`src/rtl/scan_track_aim_controller_unit_macros.svh`:
```
// ----------------------------------------------------------------------------
// scan_track_aim_controller_unit_macros
// Assertion helpers used by scan_track_aim_controller_unit.
// ----------------------------------------------------------------------------
`ifndef SCAN_TRACK_AIM_CONTROLLER_UNIT_MACROS_SVH
`define SCAN_TRACK_AIM_CONTROLLER_UNIT_MACROS_SVH

// Same-cycle implication, disabled while reset is asserted.
`define SCTA_ASSERT_IMP(label, clk, rst_n, ante, cons, msg) \
  label: assert property (@(posedge clk) disable iff (!(rst_n)) (ante) |-> (cons)) \
    else $error(msg);

// Next-cycle implication, disabled while reset is asserted.
`define SCTA_ASSERT_NXT(label, clk, rst_n, ante, cons, msg) \
  label: assert property (@(posedge clk) disable iff (!(rst_n)) (ante) |=> (cons)) \
    else $error(msg);

`endif

```
`src/rtl/scta_pkg.sv`:
```
// ----------------------------------------------------------------------------
// scta_pkg
// Shared constants, codes and types of the scan/track/aim controller.
// ----------------------------------------------------------------------------
package scta_pkg;

  // Fixed field widths
  localparam int unsigned OPCODE_W   = 2;
  localparam int unsigned FLAG_W     = 8;
  localparam int unsigned ANGLE_W    = 19;
  localparam int unsigned LIMIT_W    = 18;
  localparam int unsigned STEP_W     = 16;
  localparam int unsigned GAIN_W     = 20;
  localparam int unsigned WIN_W      = 17;
  localparam int unsigned TICK_W     = 8;
  localparam int unsigned CODE_W     = 8;
  localparam int unsigned CFG_IDX_W  = 3;
  localparam int unsigned CFG_DATA_W = 20;

  localparam int unsigned GAIN_FRAC_BITS = 24;

  // Parameter defaults
  localparam int unsigned FRAME_WIDTH_DEF     = 640;
  localparam int unsigned COORD_BITS_DEF      = 10;
  localparam int unsigned ANGLE_FRAC_BITS_DEF = 16;

  // Opcodes
  localparam logic [OPCODE_W-1:0] OP_TICK   = 2'd0;
  localparam logic [OPCODE_W-1:0] OP_DETECT = 2'd1;
  localparam logic [OPCODE_W-1:0] OP_FLAG   = 2'd2;

  // Register indexes
  localparam logic [CFG_IDX_W-1:0] REG_ANGLE_LOWER   = 3'd0;
  localparam logic [CFG_IDX_W-1:0] REG_ANGLE_UPPER   = 3'd1;
  localparam logic [CFG_IDX_W-1:0] REG_STEP_SIZE     = 3'd2;
  localparam logic [CFG_IDX_W-1:0] REG_PIXEL_GAIN    = 3'd3;
  localparam logic [CFG_IDX_W-1:0] REG_H_WINDOW      = 3'd4;
  localparam logic [CFG_IDX_W-1:0] REG_V_WINDOW      = 3'd5;
  localparam logic [CFG_IDX_W-1:0] REG_LOST_TIMEOUT  = 3'd6;
  localparam logic [CFG_IDX_W-1:0] REG_FIRE_INTERVAL = 3'd7;

  // Register reset values
  localparam logic signed [LIMIT_W-1:0] RST_ANGLE_LOWER   = -18'sd102892;
  localparam logic signed [LIMIT_W-1:0] RST_ANGLE_UPPER   = 18'sd102892;
  localparam logic [STEP_W-1:0]         RST_STEP_SIZE     = 16'd393;
  localparam logic [GAIN_W-1:0]         RST_PIXEL_GAIN    = 20'd23425;
  localparam logic [WIN_W-1:0]          RST_H_WINDOW      = 17'd3932;
  localparam logic [WIN_W-1:0]          RST_V_WINDOW      = 17'd1966;
  localparam logic [TICK_W-1:0]         RST_LOST_TIMEOUT  = 8'd10;
  localparam logic [TICK_W-1:0]         RST_FIRE_INTERVAL = 8'd40;

  localparam logic [TICK_W-1:0] AGE_MAX = 8'hFF;

  localparam logic signed [FLAG_W-1:0] FLAG_ARM = 8'sd1;

  // Fire codes
  localparam logic [CODE_W-1:0] FIRE_HIGH = 8'd180;
  localparam logic [CODE_W-1:0] FIRE_MID  = 8'd150;
  localparam logic [CODE_W-1:0] FIRE_LOW  = 8'd120;
  localparam logic [CODE_W-1:0] FIRE_NONE = 8'd0;

  typedef struct packed {
    logic signed [LIMIT_W-1:0] angle_lower;
    logic signed [LIMIT_W-1:0] angle_upper;
    logic [STEP_W-1:0]         step_size;
    logic [GAIN_W-1:0]         pixel_gain;
    logic [WIN_W-1:0]          h_window;
    logic [WIN_W-1:0]          v_window;
    logic [TICK_W-1:0]         lost_timeout;
    logic [TICK_W-1:0]         fire_interval;
  } cfg_t;

  typedef struct packed {
    logic signed [ANGLE_W-1:0] aim_angle;
    logic                      fire;
    logic [CODE_W-1:0]         fire_value;
  } res_t;

endpackage

```
`src/rtl/scta_cfg_regs.sv`:
```
// ----------------------------------------------------------------------------
// scta_cfg_regs
// Configuration register file, written one register per beat.
// ----------------------------------------------------------------------------
module scta_cfg_regs (
  input  logic                             clk_i,
  input  logic                             rst_ni,
  input  logic                             cfg_valid_i,
  output logic                             cfg_ready_o,
  input  logic [scta_pkg::CFG_IDX_W-1:0]   cfg_index_i,
  input  logic [scta_pkg::CFG_DATA_W-1:0]  cfg_data_i,
  output scta_pkg::cfg_t                   cfg_o
);
  import scta_pkg::*;

  cfg_t cfg_q;
  cfg_t cfg_d;

  assign cfg_ready_o = 1'b1;
  assign cfg_o       = cfg_q;

  always_comb begin
    cfg_d = cfg_q;
    if (cfg_valid_i) begin
      unique case (cfg_index_i)
        REG_ANGLE_LOWER:   cfg_d.angle_lower   = cfg_data_i[LIMIT_W-1:0];
        REG_ANGLE_UPPER:   cfg_d.angle_upper   = cfg_data_i[LIMIT_W-1:0];
        REG_STEP_SIZE:     cfg_d.step_size     = cfg_data_i[STEP_W-1:0];
        REG_PIXEL_GAIN:    cfg_d.pixel_gain    = cfg_data_i[GAIN_W-1:0];
        REG_H_WINDOW:      cfg_d.h_window      = cfg_data_i[WIN_W-1:0];
        REG_V_WINDOW:      cfg_d.v_window      = cfg_data_i[WIN_W-1:0];
        REG_LOST_TIMEOUT:  cfg_d.lost_timeout  = cfg_data_i[TICK_W-1:0];
        REG_FIRE_INTERVAL: cfg_d.fire_interval = cfg_data_i[TICK_W-1:0];
        default:           cfg_d = cfg_q;
      endcase
    end
  end

  always_ff @(posedge clk_i or negedge rst_ni) begin
    if (!rst_ni) begin
      cfg_q.angle_lower   <= RST_ANGLE_LOWER;
      cfg_q.angle_upper   <= RST_ANGLE_UPPER;
      cfg_q.step_size     <= RST_STEP_SIZE;
      cfg_q.pixel_gain    <= RST_PIXEL_GAIN;
      cfg_q.h_window      <= RST_H_WINDOW;
      cfg_q.v_window      <= RST_V_WINDOW;
      cfg_q.lost_timeout  <= RST_LOST_TIMEOUT;
      cfg_q.fire_interval <= RST_FIRE_INTERVAL;
    end else begin
      cfg_q <= cfg_d;
    end
  end

endmodule

```
`src/rtl/scta_aim_core.sv`:
```
// ----------------------------------------------------------------------------
// scta_aim_core
// Controller state and per-event update: target tracking, sweep and firing.
// ----------------------------------------------------------------------------
module scta_aim_core #(
  parameter int unsigned FRAME_WIDTH     = scta_pkg::FRAME_WIDTH_DEF,
  parameter int unsigned COORD_BITS      = scta_pkg::COORD_BITS_DEF,
  parameter int unsigned ANGLE_FRAC_BITS = scta_pkg::ANGLE_FRAC_BITS_DEF
) (
  input  logic                                clk_i,
  input  logic                                rst_ni,
  input  logic                                en_i,
  input  logic [scta_pkg::OPCODE_W-1:0]       opcode_i,
  input  logic [COORD_BITS-1:0]               box_x_i,
  input  logic [COORD_BITS-1:0]               box_y_i,
  input  logic [COORD_BITS-1:0]               box_width_i,
  input  logic [COORD_BITS-1:0]               box_height_i,
  input  logic signed [scta_pkg::FLAG_W-1:0]  flag_value_i,
  input  scta_pkg::cfg_t                      cfg_i,
  output logic                                res_valid_o,
  output scta_pkg::res_t                      res_o
);
  import scta_pkg::*;

  // Centre offset numerator: FRAME_WIDTH - 2*pos - size
  localparam int unsigned NUM_W  = ((COORD_BITS > 11) ? COORD_BITS : 11) + 3;
  localparam int unsigned PROD_W = NUM_W + GAIN_W + 1;
  // offset*gain*2^F vs window*2^25  ->  offset*gain vs window << (25 - F)
  localparam int unsigned SHIFT  = GAIN_FRAC_BITS + 1 - ANGLE_FRAC_BITS;
  localparam int unsigned WSH_W  = WIN_W + SHIFT + 1;
  localparam int unsigned CMP_W  = ((PROD_W > WSH_W) ? PROD_W : WSH_W) + 1;
  localparam int unsigned WIDE_W = ANGLE_W + 1;

  // State
  logic signed [ANGLE_W-1:0] angle_q, angle_d;
  logic                      sweep_up_q, sweep_up_d;
  logic                      seen_q, seen_d;
  logic signed [NUM_W-1:0]   num_x_q, num_y_q;
  logic [TICK_W-1:0]         seen_age_q, seen_age_d;
  logic [TICK_W-1:0]         shot_age_q, shot_age_d;
  logic                      armed_q, armed_d;

  logic signed [NUM_W-1:0]   num_x_new, num_y_new;
  logic signed [PROD_W-1:0]  gain_s;
  logic signed [PROD_W-1:0]  prod_x, prod_y;
  logic signed [CMP_W-1:0]   beta, alpha, hw, vw;
  logic signed [WIDE_W-1:0]  ang_w, step_w, lower_w, upper_w, next_w;
  logic [TICK_W-1:0]         seen_inc, shot_inc;
  logic                      tracking, up_dir, fire;
  logic [CODE_W-1:0]         code;

  assign num_x_new = NUM_W'(FRAME_WIDTH) - (NUM_W'(box_x_i) << 1) - NUM_W'(box_width_i);
  assign num_y_new = NUM_W'(FRAME_WIDTH) - (NUM_W'(box_y_i) << 1) - NUM_W'(box_height_i);

  assign gain_s = PROD_W'($signed({1'b0, cfg_i.pixel_gain}));
  assign prod_x = PROD_W'(num_x_q) * gain_s;
  assign prod_y = PROD_W'(num_y_q) * gain_s;
  assign beta   = CMP_W'(prod_x);
  assign alpha  = CMP_W'(prod_y);
  assign hw     = $signed(CMP_W'(cfg_i.h_window) << SHIFT);
  assign vw     = $signed(CMP_W'(cfg_i.v_window) << SHIFT);

  assign ang_w   = WIDE_W'(angle_q);
  assign step_w  = WIDE_W'($signed({1'b0, cfg_i.step_size}));
  assign lower_w = WIDE_W'(cfg_i.angle_lower);
  assign upper_w = WIDE_W'(cfg_i.angle_upper);

  assign seen_inc = (seen_age_q == AGE_MAX) ? seen_age_q : seen_age_q + 1'b1;
  assign shot_inc = (shot_age_q == AGE_MAX) ? shot_age_q : shot_age_q + 1'b1;
  assign tracking = seen_q && !(seen_inc > cfg_i.lost_timeout);

  always_comb begin
    next_w = ang_w;
    up_dir = sweep_up_q;
    fire   = 1'b0;
    code   = FIRE_NONE;
    if (tracking) begin
      if (beta > hw) begin
        next_w = ang_w + step_w;
        if (next_w >= upper_w) begin
          next_w = upper_w;
        end
      end else if (beta < -hw) begin
        next_w = ang_w - step_w;
        if (next_w <= lower_w) begin
          next_w = lower_w;
        end
      end
      if (beta < hw && beta > -hw && armed_q && shot_inc > cfg_i.fire_interval) begin
        fire = 1'b1;
        if (alpha >= 0) begin
          code = FIRE_HIGH;
        end else if (alpha > -vw) begin
          code = FIRE_MID;
        end else begin
          code = FIRE_LOW;
        end
      end
    end else begin
      if (ang_w >= upper_w) begin
        up_dir = 1'b0;
      end
      if (ang_w <= lower_w) begin
        up_dir = 1'b1;
      end
      next_w = up_dir ? ang_w + step_w : ang_w - step_w;
    end
  end

  always_comb begin
    angle_d    = angle_q;
    sweep_up_d = sweep_up_q;
    seen_d     = seen_q;
    seen_age_d = seen_age_q;
    shot_age_d = shot_age_q;
    armed_d    = armed_q;
    if (en_i) begin
      unique case (opcode_i)
        OP_TICK: begin
          angle_d    = next_w[ANGLE_W-1:0];
          sweep_up_d = up_dir;
          seen_d     = tracking;
          seen_age_d = seen_inc;
          shot_age_d = fire ? '0 : shot_inc;
        end
        OP_DETECT: begin
          seen_d     = 1'b1;
          seen_age_d = '0;
        end
        OP_FLAG: armed_d = (flag_value_i == FLAG_ARM);
        default: ;
      endcase
    end
  end

  assign res_valid_o      = (opcode_i == OP_TICK);
  assign res_o.aim_angle  = next_w[ANGLE_W-1:0];
  assign res_o.fire       = fire;
  assign res_o.fire_value = code;

  always_ff @(posedge clk_i or negedge rst_ni) begin
    if (!rst_ni) begin
      angle_q    <= '0;
      sweep_up_q <= 1'b1;
      seen_q     <= 1'b0;
      seen_age_q <= '0;
      shot_age_q <= AGE_MAX;
      armed_q    <= 1'b0;
    end else begin
      angle_q    <= angle_d;
      sweep_up_q <= sweep_up_d;
      seen_q     <= seen_d;
      seen_age_q <= seen_age_d;
      shot_age_q <= shot_age_d;
      armed_q    <= armed_d;
    end
  end

  // Box is kept as its two centre-offset numerators
  always_ff @(posedge clk_i) begin
    if (en_i && opcode_i == OP_DETECT) begin
      num_x_q <= num_x_new;
      num_y_q <= num_y_new;
    end
  end

endmodule

```
`src/rtl/scan_track_aim_controller_unit.sv`:
```
// Path: an accepted tick beat is held in the input register, then its result in the result register.
// Throughput: one event per cycle; stalls only when the result register is held.
// Critical path: stored offset times pixel gain, then window compare.
// Reset: angle 0, sweeping up, no target, disarmed, shot age saturated;
//   config registers return to their defaults. Detection and flag beats give no result.
// ----------------------------------------------------------------------------
// scan_track_aim_controller_unit
// Event-driven aim controller: sweep, track a detected box, issue fire codes.
// ----------------------------------------------------------------------------
`include "scan_track_aim_controller_unit_macros.svh"

module scan_track_aim_controller_unit #(
  parameter int unsigned FRAME_WIDTH     = scta_pkg::FRAME_WIDTH_DEF,
  parameter int unsigned COORD_BITS      = scta_pkg::COORD_BITS_DEF,
  parameter int unsigned ANGLE_FRAC_BITS = scta_pkg::ANGLE_FRAC_BITS_DEF
) (
  input  logic                                 clk_i,
  input  logic                                 rst_ni,
  // event channel
  input  logic                                 in_valid_i,
  output logic                                 in_ready_o,
  input  logic [scta_pkg::OPCODE_W-1:0]        opcode_i,
  input  logic [COORD_BITS-1:0]                box_x_i,
  input  logic [COORD_BITS-1:0]                box_y_i,
  input  logic [COORD_BITS-1:0]                box_width_i,
  input  logic [COORD_BITS-1:0]                box_height_i,
  input  logic signed [scta_pkg::FLAG_W-1:0]   flag_value_i,
  // result channel
  output logic                                 out_valid_o,
  input  logic                                 out_ready_i,
  output logic signed [scta_pkg::ANGLE_W-1:0]  aim_angle_o,
  output logic                                 fire_o,
  output logic [scta_pkg::CODE_W-1:0]          fire_value_o,
  // configuration channel
  input  logic                                 cfg_valid_i,
  output logic                                 cfg_ready_o,
  input  logic [scta_pkg::CFG_IDX_W-1:0]       cfg_index_i,
  input  logic [scta_pkg::CFG_DATA_W-1:0]      cfg_data_i
);
  import scta_pkg::*;

  cfg_t cfg;

  // Input register
  logic                     in_valid_q;
  logic [OPCODE_W-1:0]      opcode_q;
  logic [COORD_BITS-1:0]    box_x_q, box_y_q, box_width_q, box_height_q;
  logic signed [FLAG_W-1:0] flag_value_q;

  // Result register
  logic out_valid_q, out_valid_d;
  res_t res_q;

  logic out_free, proc, in_take, res_valid;
  res_t res;

  assign out_free   = !out_valid_q || out_ready_i;
  assign proc       = in_valid_q && out_free;
  assign in_ready_o = !in_valid_q || out_free;
  assign in_take    = in_valid_i && in_ready_o;

  scta_cfg_regs u_cfg (
    .clk_i       (clk_i),
    .rst_ni      (rst_ni),
    .cfg_valid_i (cfg_valid_i),
    .cfg_ready_o (cfg_ready_o),
    .cfg_index_i (cfg_index_i),
    .cfg_data_i  (cfg_data_i),
    .cfg_o       (cfg)
  );

  scta_aim_core #(
    .FRAME_WIDTH     (FRAME_WIDTH),
    .COORD_BITS      (COORD_BITS),
    .ANGLE_FRAC_BITS (ANGLE_FRAC_BITS)
  ) u_core (
    .clk_i        (clk_i),
    .rst_ni       (rst_ni),
    .en_i         (proc),
    .opcode_i     (opcode_q),
    .box_x_i      (box_x_q),
    .box_y_i      (box_y_q),
    .box_width_i  (box_width_q),
    .box_height_i (box_height_q),
    .flag_value_i (flag_value_q),
    .cfg_i        (cfg),
    .res_valid_o  (res_valid),
    .res_o        (res)
  );

  always_comb begin
    out_valid_d = out_valid_q;
    if (out_free) begin
      out_valid_d = proc && res_valid;
    end
  end

  always_ff @(posedge clk_i or negedge rst_ni) begin
    if (!rst_ni) begin
      in_valid_q  <= 1'b0;
      out_valid_q <= 1'b0;
    end else begin
      if (in_ready_o) begin
        in_valid_q <= in_valid_i;
      end
      out_valid_q <= out_valid_d;
    end
  end

  always_ff @(posedge clk_i) begin
    if (in_take) begin
      opcode_q     <= opcode_i;
      box_x_q      <= box_x_i;
      box_y_q      <= box_y_i;
      box_width_q  <= box_width_i;
      box_height_q <= box_height_i;
      flag_value_q <= flag_value_i;
    end
    if (proc && res_valid) begin
      res_q <= res;
    end
  end

  assign out_valid_o  = out_valid_q;
  assign aim_angle_o  = res_q.aim_angle;
  assign fire_o       = res_q.fire;
  assign fire_value_o = res_q.fire_value;

  `SCTA_ASSERT_IMP(a_fire_code, clk_i, rst_ni, out_valid_q && res_q.fire, res_q.fire_value == FIRE_HIGH || res_q.fire_value == FIRE_MID || res_q.fire_value == FIRE_LOW, "fire beat without a valid code")
  `SCTA_ASSERT_IMP(a_no_fire_zero, clk_i, rst_ni, out_valid_q && !res_q.fire, res_q.fire_value == FIRE_NONE, "nonzero code without a shot")
  `SCTA_ASSERT_NXT(a_silent_event, clk_i, rst_ni, proc && opcode_q != OP_TICK, !out_valid_q, "non-tick event produced a result")

endmodule
```
`config.mk`:
```
export PLATFORM = sky130hd
export DESIGN_NAME = scan_track_aim_controller_unit
export DESIGN_NICKNAME = d
export VERILOG_FILES = /design/src/rtl/scta_pkg.sv /design/src/rtl/scta_cfg_regs.sv /design/src/rtl/scta_aim_core.sv /design/src/rtl/scan_track_aim_controller_unit.sv
export VERILOG_INCLUDE_DIRS = /design/src /design/src/rtl
export SDC_FILE = /design/constraint.sdc
export NUM_CORES = 2
export LEC_CHECK = 0
export BUFFER_PORTS_ARGS = -buffer_cell sky130_fd_sc_hd__buf_4
export CAP_MARGIN = 20
export CORE_ASPECT_RATIO = 0.7
export CORE_MARGIN = 2
export CORE_UTILIZATION = 40
export DETAILED_ROUTE_END_ITERATION = 8
export PLACE_DENSITY_LB_ADDON = 0.25
export SYNTH_ARGS = -nofsm -noshare
export SYNTH_HDL_FRONTEND = slang
export SYNTH_HIERARCHICAL = 1
export SYNTH_SLANG_ARGS = --single-unit
```
`constraint.sdc`:
```
create_clock -name clk_i -period 8.6 [get_ports clk_i]
set_input_delay 1.72 -clock clk_i [delete_from_list [all_inputs] [get_ports clk_i]]
set_output_delay 1.72 -clock clk_i [all_outputs]
set_load 0.1 [all_outputs]
```
; ---- Word level (Yosys, flattened, before mapping)
; Cells that the tools add are included.
[word_totals]
register_bits = 268
inputBits = 78
output_inout_bits = 31
word_cells = 114
[op_classes]
addsub = 10
multipliers = 2
order_cmp = 12
eq_ne = 12
mux = 18
bitwise_logic = 2
reduce_logical = 30
[ops]
columns = operator, n
row1 = $mux W19, 6
row2 = $gt A35 B36 Y1, 2
row3 = $neg A26 Y36, 2
row4 = $mul A14 B21 Y35, 2
row5 = $mux W8, 5
row6 = $lt A35 B36 Y1, 1
row7 = $ge A35 B1 Y1 const B, 1
row8 = $gt A35 B27 Y1, 1
row9 = $lt A35 B27 Y1, 1
row10 = $sub A14 B10 Y14, 2
row11 = $reduce_and A2 Y1, 12
row12 = $sub A10 B11 Y12 const A, 2
row13 = $add A19 B17 Y20, 1
row14 = $ge A20 B18 Y1, 1
row15 = $le A20 B18 Y1, 1
row16 = $sub A19 B17 Y20, 1
row17 = $ge A19 B18 Y1, 1
row18 = $le A19 B18 Y1, 1
row19 = $add A8 B1 Y8 const B, 2
row20 = $eq A8 B8 Y1 const B, 2
row21 = $gt A8 B8 Y1, 2
row22 = $pmux W8 S2, 1
row23 = $eq A3 B3 Y1 const B, 4
row24 = $eq A8 B2 Y1 const B, 1
row25 = 15 further kinds, 31

; ---- Longest topological paths before layout
[depth]
depth_word = 8
ltp_mapped = 40

; ---- Modules after synthesis
; Netlist, hierarchy kept.
[by_module_without_submodules]
columns = mod, n_inst, cells_each, area_per_inst_um2, seq_area_each_um2
row1 = scta_aim_core, 1, 3366, 28641.2, 1742.9
row2 = scta_cfg_regs, 1, 268, 4732.0, 3113.0
row3 = scan_track_aim_controller_unit, 1, 88, 2453.6, 2392.3

; ---- Worst setup path before layout
; No wires, ideal clock.
[synth_path]
path_type = register to register
startpoint = register u_cfg.cfg_q, in the netlist u_cfg/cfg_o[57]
endpoint = register res_q, in the netlist aim_angle_o[3] (data pin)
t_arrival_ps = 7930
slack_ps = 400
stages_incl_launch_ff = 36
path_buffers = 3
period_less_slack_ps = 8200
cell_sequence = dfstp_2 clkbuf_1 nand2_1 fa_1 fa_1 inv_1 fa_1 fa_1 fa_1 fa_1 ha_1 o21ai_0 nand2b_1 o21a_1 and2_1 o21ai_0 nand2b_1 a21oi_1 o21ai_0 nand2_1 nand2_1 a21oi_1 xnor2_1 ha_1 nand4_1 or2_2 or4_1 nor2_1 nand4_1 a21boi_0 o21bai_2 buf_2 buf_2 a211oi_1 a31oi_1 mux2i_1
[synth_rtl]
columns = item, line_no
row1 = "start, declared", scta_cfg_regs.sv:16  ; cfg_t cfg_q;
row2 = "start signal, assigned", scta_cfg_regs.sv:50  ; cfg_q <= cfg_d;
row3 = "end signal, assigned", scan_track_aim_controller_unit.sv:120  ; res_q <= res;
row4 = "end, declared", scan_track_aim_controller_unit.sv:52  ; res_t res_q;

==> flow_summary.ini <==
[placement]
finalWeightedCongestion = 0.916
port-buffer-count = 107
placed_cells = 5006
dp_hpwl_um = 81800
place_area_um2 = 38900

[clock_network]
cts_root_buffer = clkbuf_16
clk_path_buf_depth = 3
cts.clk_slew.worst_paths_ns = 0.06
htree_levels = 2
cts_made_buffers = 34
clkLatencyLatePin_ns = 0.56
cts_tree = built
clock_sinks = 266
holdBufCountCts = 0

[worst_setup_path]
cp_slowest_cell = fa_1
r2r_start = u_core/num_x_q[3]
crit_top_cell = fa_1
critPathMaxStageDelay_ns = 0.54
end_kind = flip-flop
cp-start-kind = flip-flop
worst_r2r_endpoint = u_core/angle_q[2]
worst-setup-path-type = reg -> reg
critPathRequiredTime_ns = 9.05
rr_worst_depth = 34
path_max_fanout = 8
rrSetupSlack_ns = 0.22
worstPathArrival_ns = 8.83

[global_routing]
antenna_found_initial = 6
first_global_vias = 26877
top_usage_layer = met1
use_met2_pct = 31.0
grt_pass1_wl_um = 159000
grt_max_degree = 90
met1_usage_pct = 35.9
grt_overflow_total = 0
grt_use_total_pct = 22.3
met3_usage_pct = 3.76

[drt]
via_per_inst = 5.32
drtIter0Drc = 2228
via_count = 27177
avgRoutedWirePerCell_um = 20.1
drt-total-wl_um = 103000
route.detailed.drc = 0
dr.pass1.iters = 5
ant_nets = 0

[synthesis]
ys_seq_elements = 266
yosysWarnings = 6
synth_top_area_share_pct = 22.4
async_reset_ff_share_pct = 60.9
synth_area_um2 = 35800
synthCells = 3722
synthTopCellsByArea = fa_1 22%, ha_1 15%, edfxtp_1 8.7%, dfrtp_1 7.3%, inv_1 5.2%
synth_top_cell_by_area = fa_1
syn_nets = 4632
syn-mean-instance-area_um2 = 9.63
synth_seq_area_share_pct = 20.2
ys.flop_type = dfrtp_1
synth-edff-count = 104
synth.most_common_cell = inv_1
ys_top_cells_by_count = 497 x inv_1, 432 x ha_1, 401 x nand2_1, 400 x fa_1, 229 x and2_1
synth.distinct_cells = 103

[worst_hold_path]
worstHoldStart = u_core/seen_q
min_path_type = reg -> reg
min_to = u_core/seen_q
whs_path_depth = 1

[sta]
fin_setup_tns_ns = 0
hold_violations = 0
maxSlewHeadroom_pct = 21.7
fin_worst_skew_ns = 0.0332
tightest_slew_ns = 1.14
finalCritPeriodShare_pct = 97.5
finalSetupViolations = 0
maxSlewViolCount = 0
clock.fmax_ghz = 0.119
period_minus_slack_ns = 8.38

[run_status]
status = completed

[die]
die_h_um = 254
core_um2 = 88400
core.rowCount = 91
die_w_um = 362
die-area_um2 = 92000
io_pins = 109
start_util_pct = 40.5

[cells_and_area]
fin_nets = 4823
fin_util_pct = 46.6
design_area_um2 = 41100
drive_above_1_share_pct = 18.6
area_growth_pct = 14.8
instances_no_fill = 5105

[run]
max-cap-violations = 0
## cell usage in the layout (no fill, tap or decap), drive strengths merged, types with 49 or more instances in the layout
cell type and count:
inv 503, xor2 56, o21ai 104, nand2b 49, mux2 137, buf 317, and2 230, xnor2 103
a21o 81, fa 400, ha 432, nand2 402, nor2b 69, dfstp 57, a21oi 141, nor2 119
edfxtp 104, dfrtp 105, clkbuf 52
## through the flow
stage          setup WS [ns]  hold WS, ns
2_1_floorplan          0.400        0.449
3_3_place_gp          0.0348        0.482
3_5_place_dp        -0.00711        0.484
4_1_cts              0.00290        0.497
5_1_grt              -0.0953        0.518
6_report               0.215        0.491
## sequential cells by signal, summed over array words and instances, names as in the netlist
signal and cells:
fire_value_o 8, aim_angle_o 19, opcode_q 2, out_valid_o 1, box_y_q 10, in_valid_q 1, u_core/num_y_q 13, box_x_q 10
box_height_q 10, u_core/seen_q 1, u_core/sweep_up_q 1, u_core/angle_q 19, u_cfg/cfg_o 122, box_width_q 10, u_core/num_x_q 13, u_core/armed_q 1
u_core/shot_age_q 8, fire_o 1, u_core/seen_age_q 8, flag_value_q 8
## worst max path at each step
stage                            from           endpoint  cells after the start
global route        u_core/num_x_q[3]  u_core/angle_q[2]                     34
global placement    u_core/num_x_q[3]  u_core/angle_q[2]                     36
CTS                 u_core/num_x_q[3]  u_core/angle_q[2]                     31
floorplan             u_cfg/cfg_o[57]     aim_angle_o[3]                     35
detailed placement  u_core/num_x_q[3]  u_core/angle_q[2]                     39
finish              u_core/num_x_q[3]  u_core/angle_q[2]                     34
## worst max-delay path, delay by kind of cell (launching register included)
family | cells | cell delay (ns)
fa+ha+maj | 8 | 3.34
simple gates | 9 | 1.79
mux | 1 | 0.25
flops | 1 | 0.43
compound gates | 9 | 1.58
buf+inv | 6 | 0.75
xor+xnor | 1 | 0.12
## per-layer routing
layer | up-vias | routed length [µm]
met5 | - | 9
met4 | 2 | 1350
met3 | 80 | 8780
met2 | 893 | 40100
met1 | 13451 | 52500
li1 | 12751 | -
## cell type report
class,instances,area [µm²]
Fill cell,8373,47200
Multi-Input combinational cell,2792,26700
Sequential cell,266,7270
Timing Repair Buffer,320,2650
Inverter,499,1870
Tap cell,1162,1450
Clock buffer,49,990
Clock inverter,13,148
Antenna cell,4,10.0
## timing repair
item / 4_1_cts / 5_1_grt
gates cloned: 0 / 2
gates resized for setup: 1 / 160
setup endpoints to repair: 1 / 54
pin swaps: 1 / 107
setup buffers: 3 / 28
## cells by family (layout without fill, tap and decap cells)
kind of cell    count (synthesis)  in the layout  share of synthesized area [%]
other cells                     2              6                         0.0210
buf+inv                       664            881                           7.25
simple gates                 1087           1087                           15.6
compound gates                534            534                           9.93
fa+ha+maj                     833            833                           37.5
xor+xnor                      160            160                           3.97
mux                           176            176                           5.50
flops                         266            266                           20.2
Power is not shown: default switching activity piles up to over one toggle a cycle in this logic, so the estimate is an artifact.
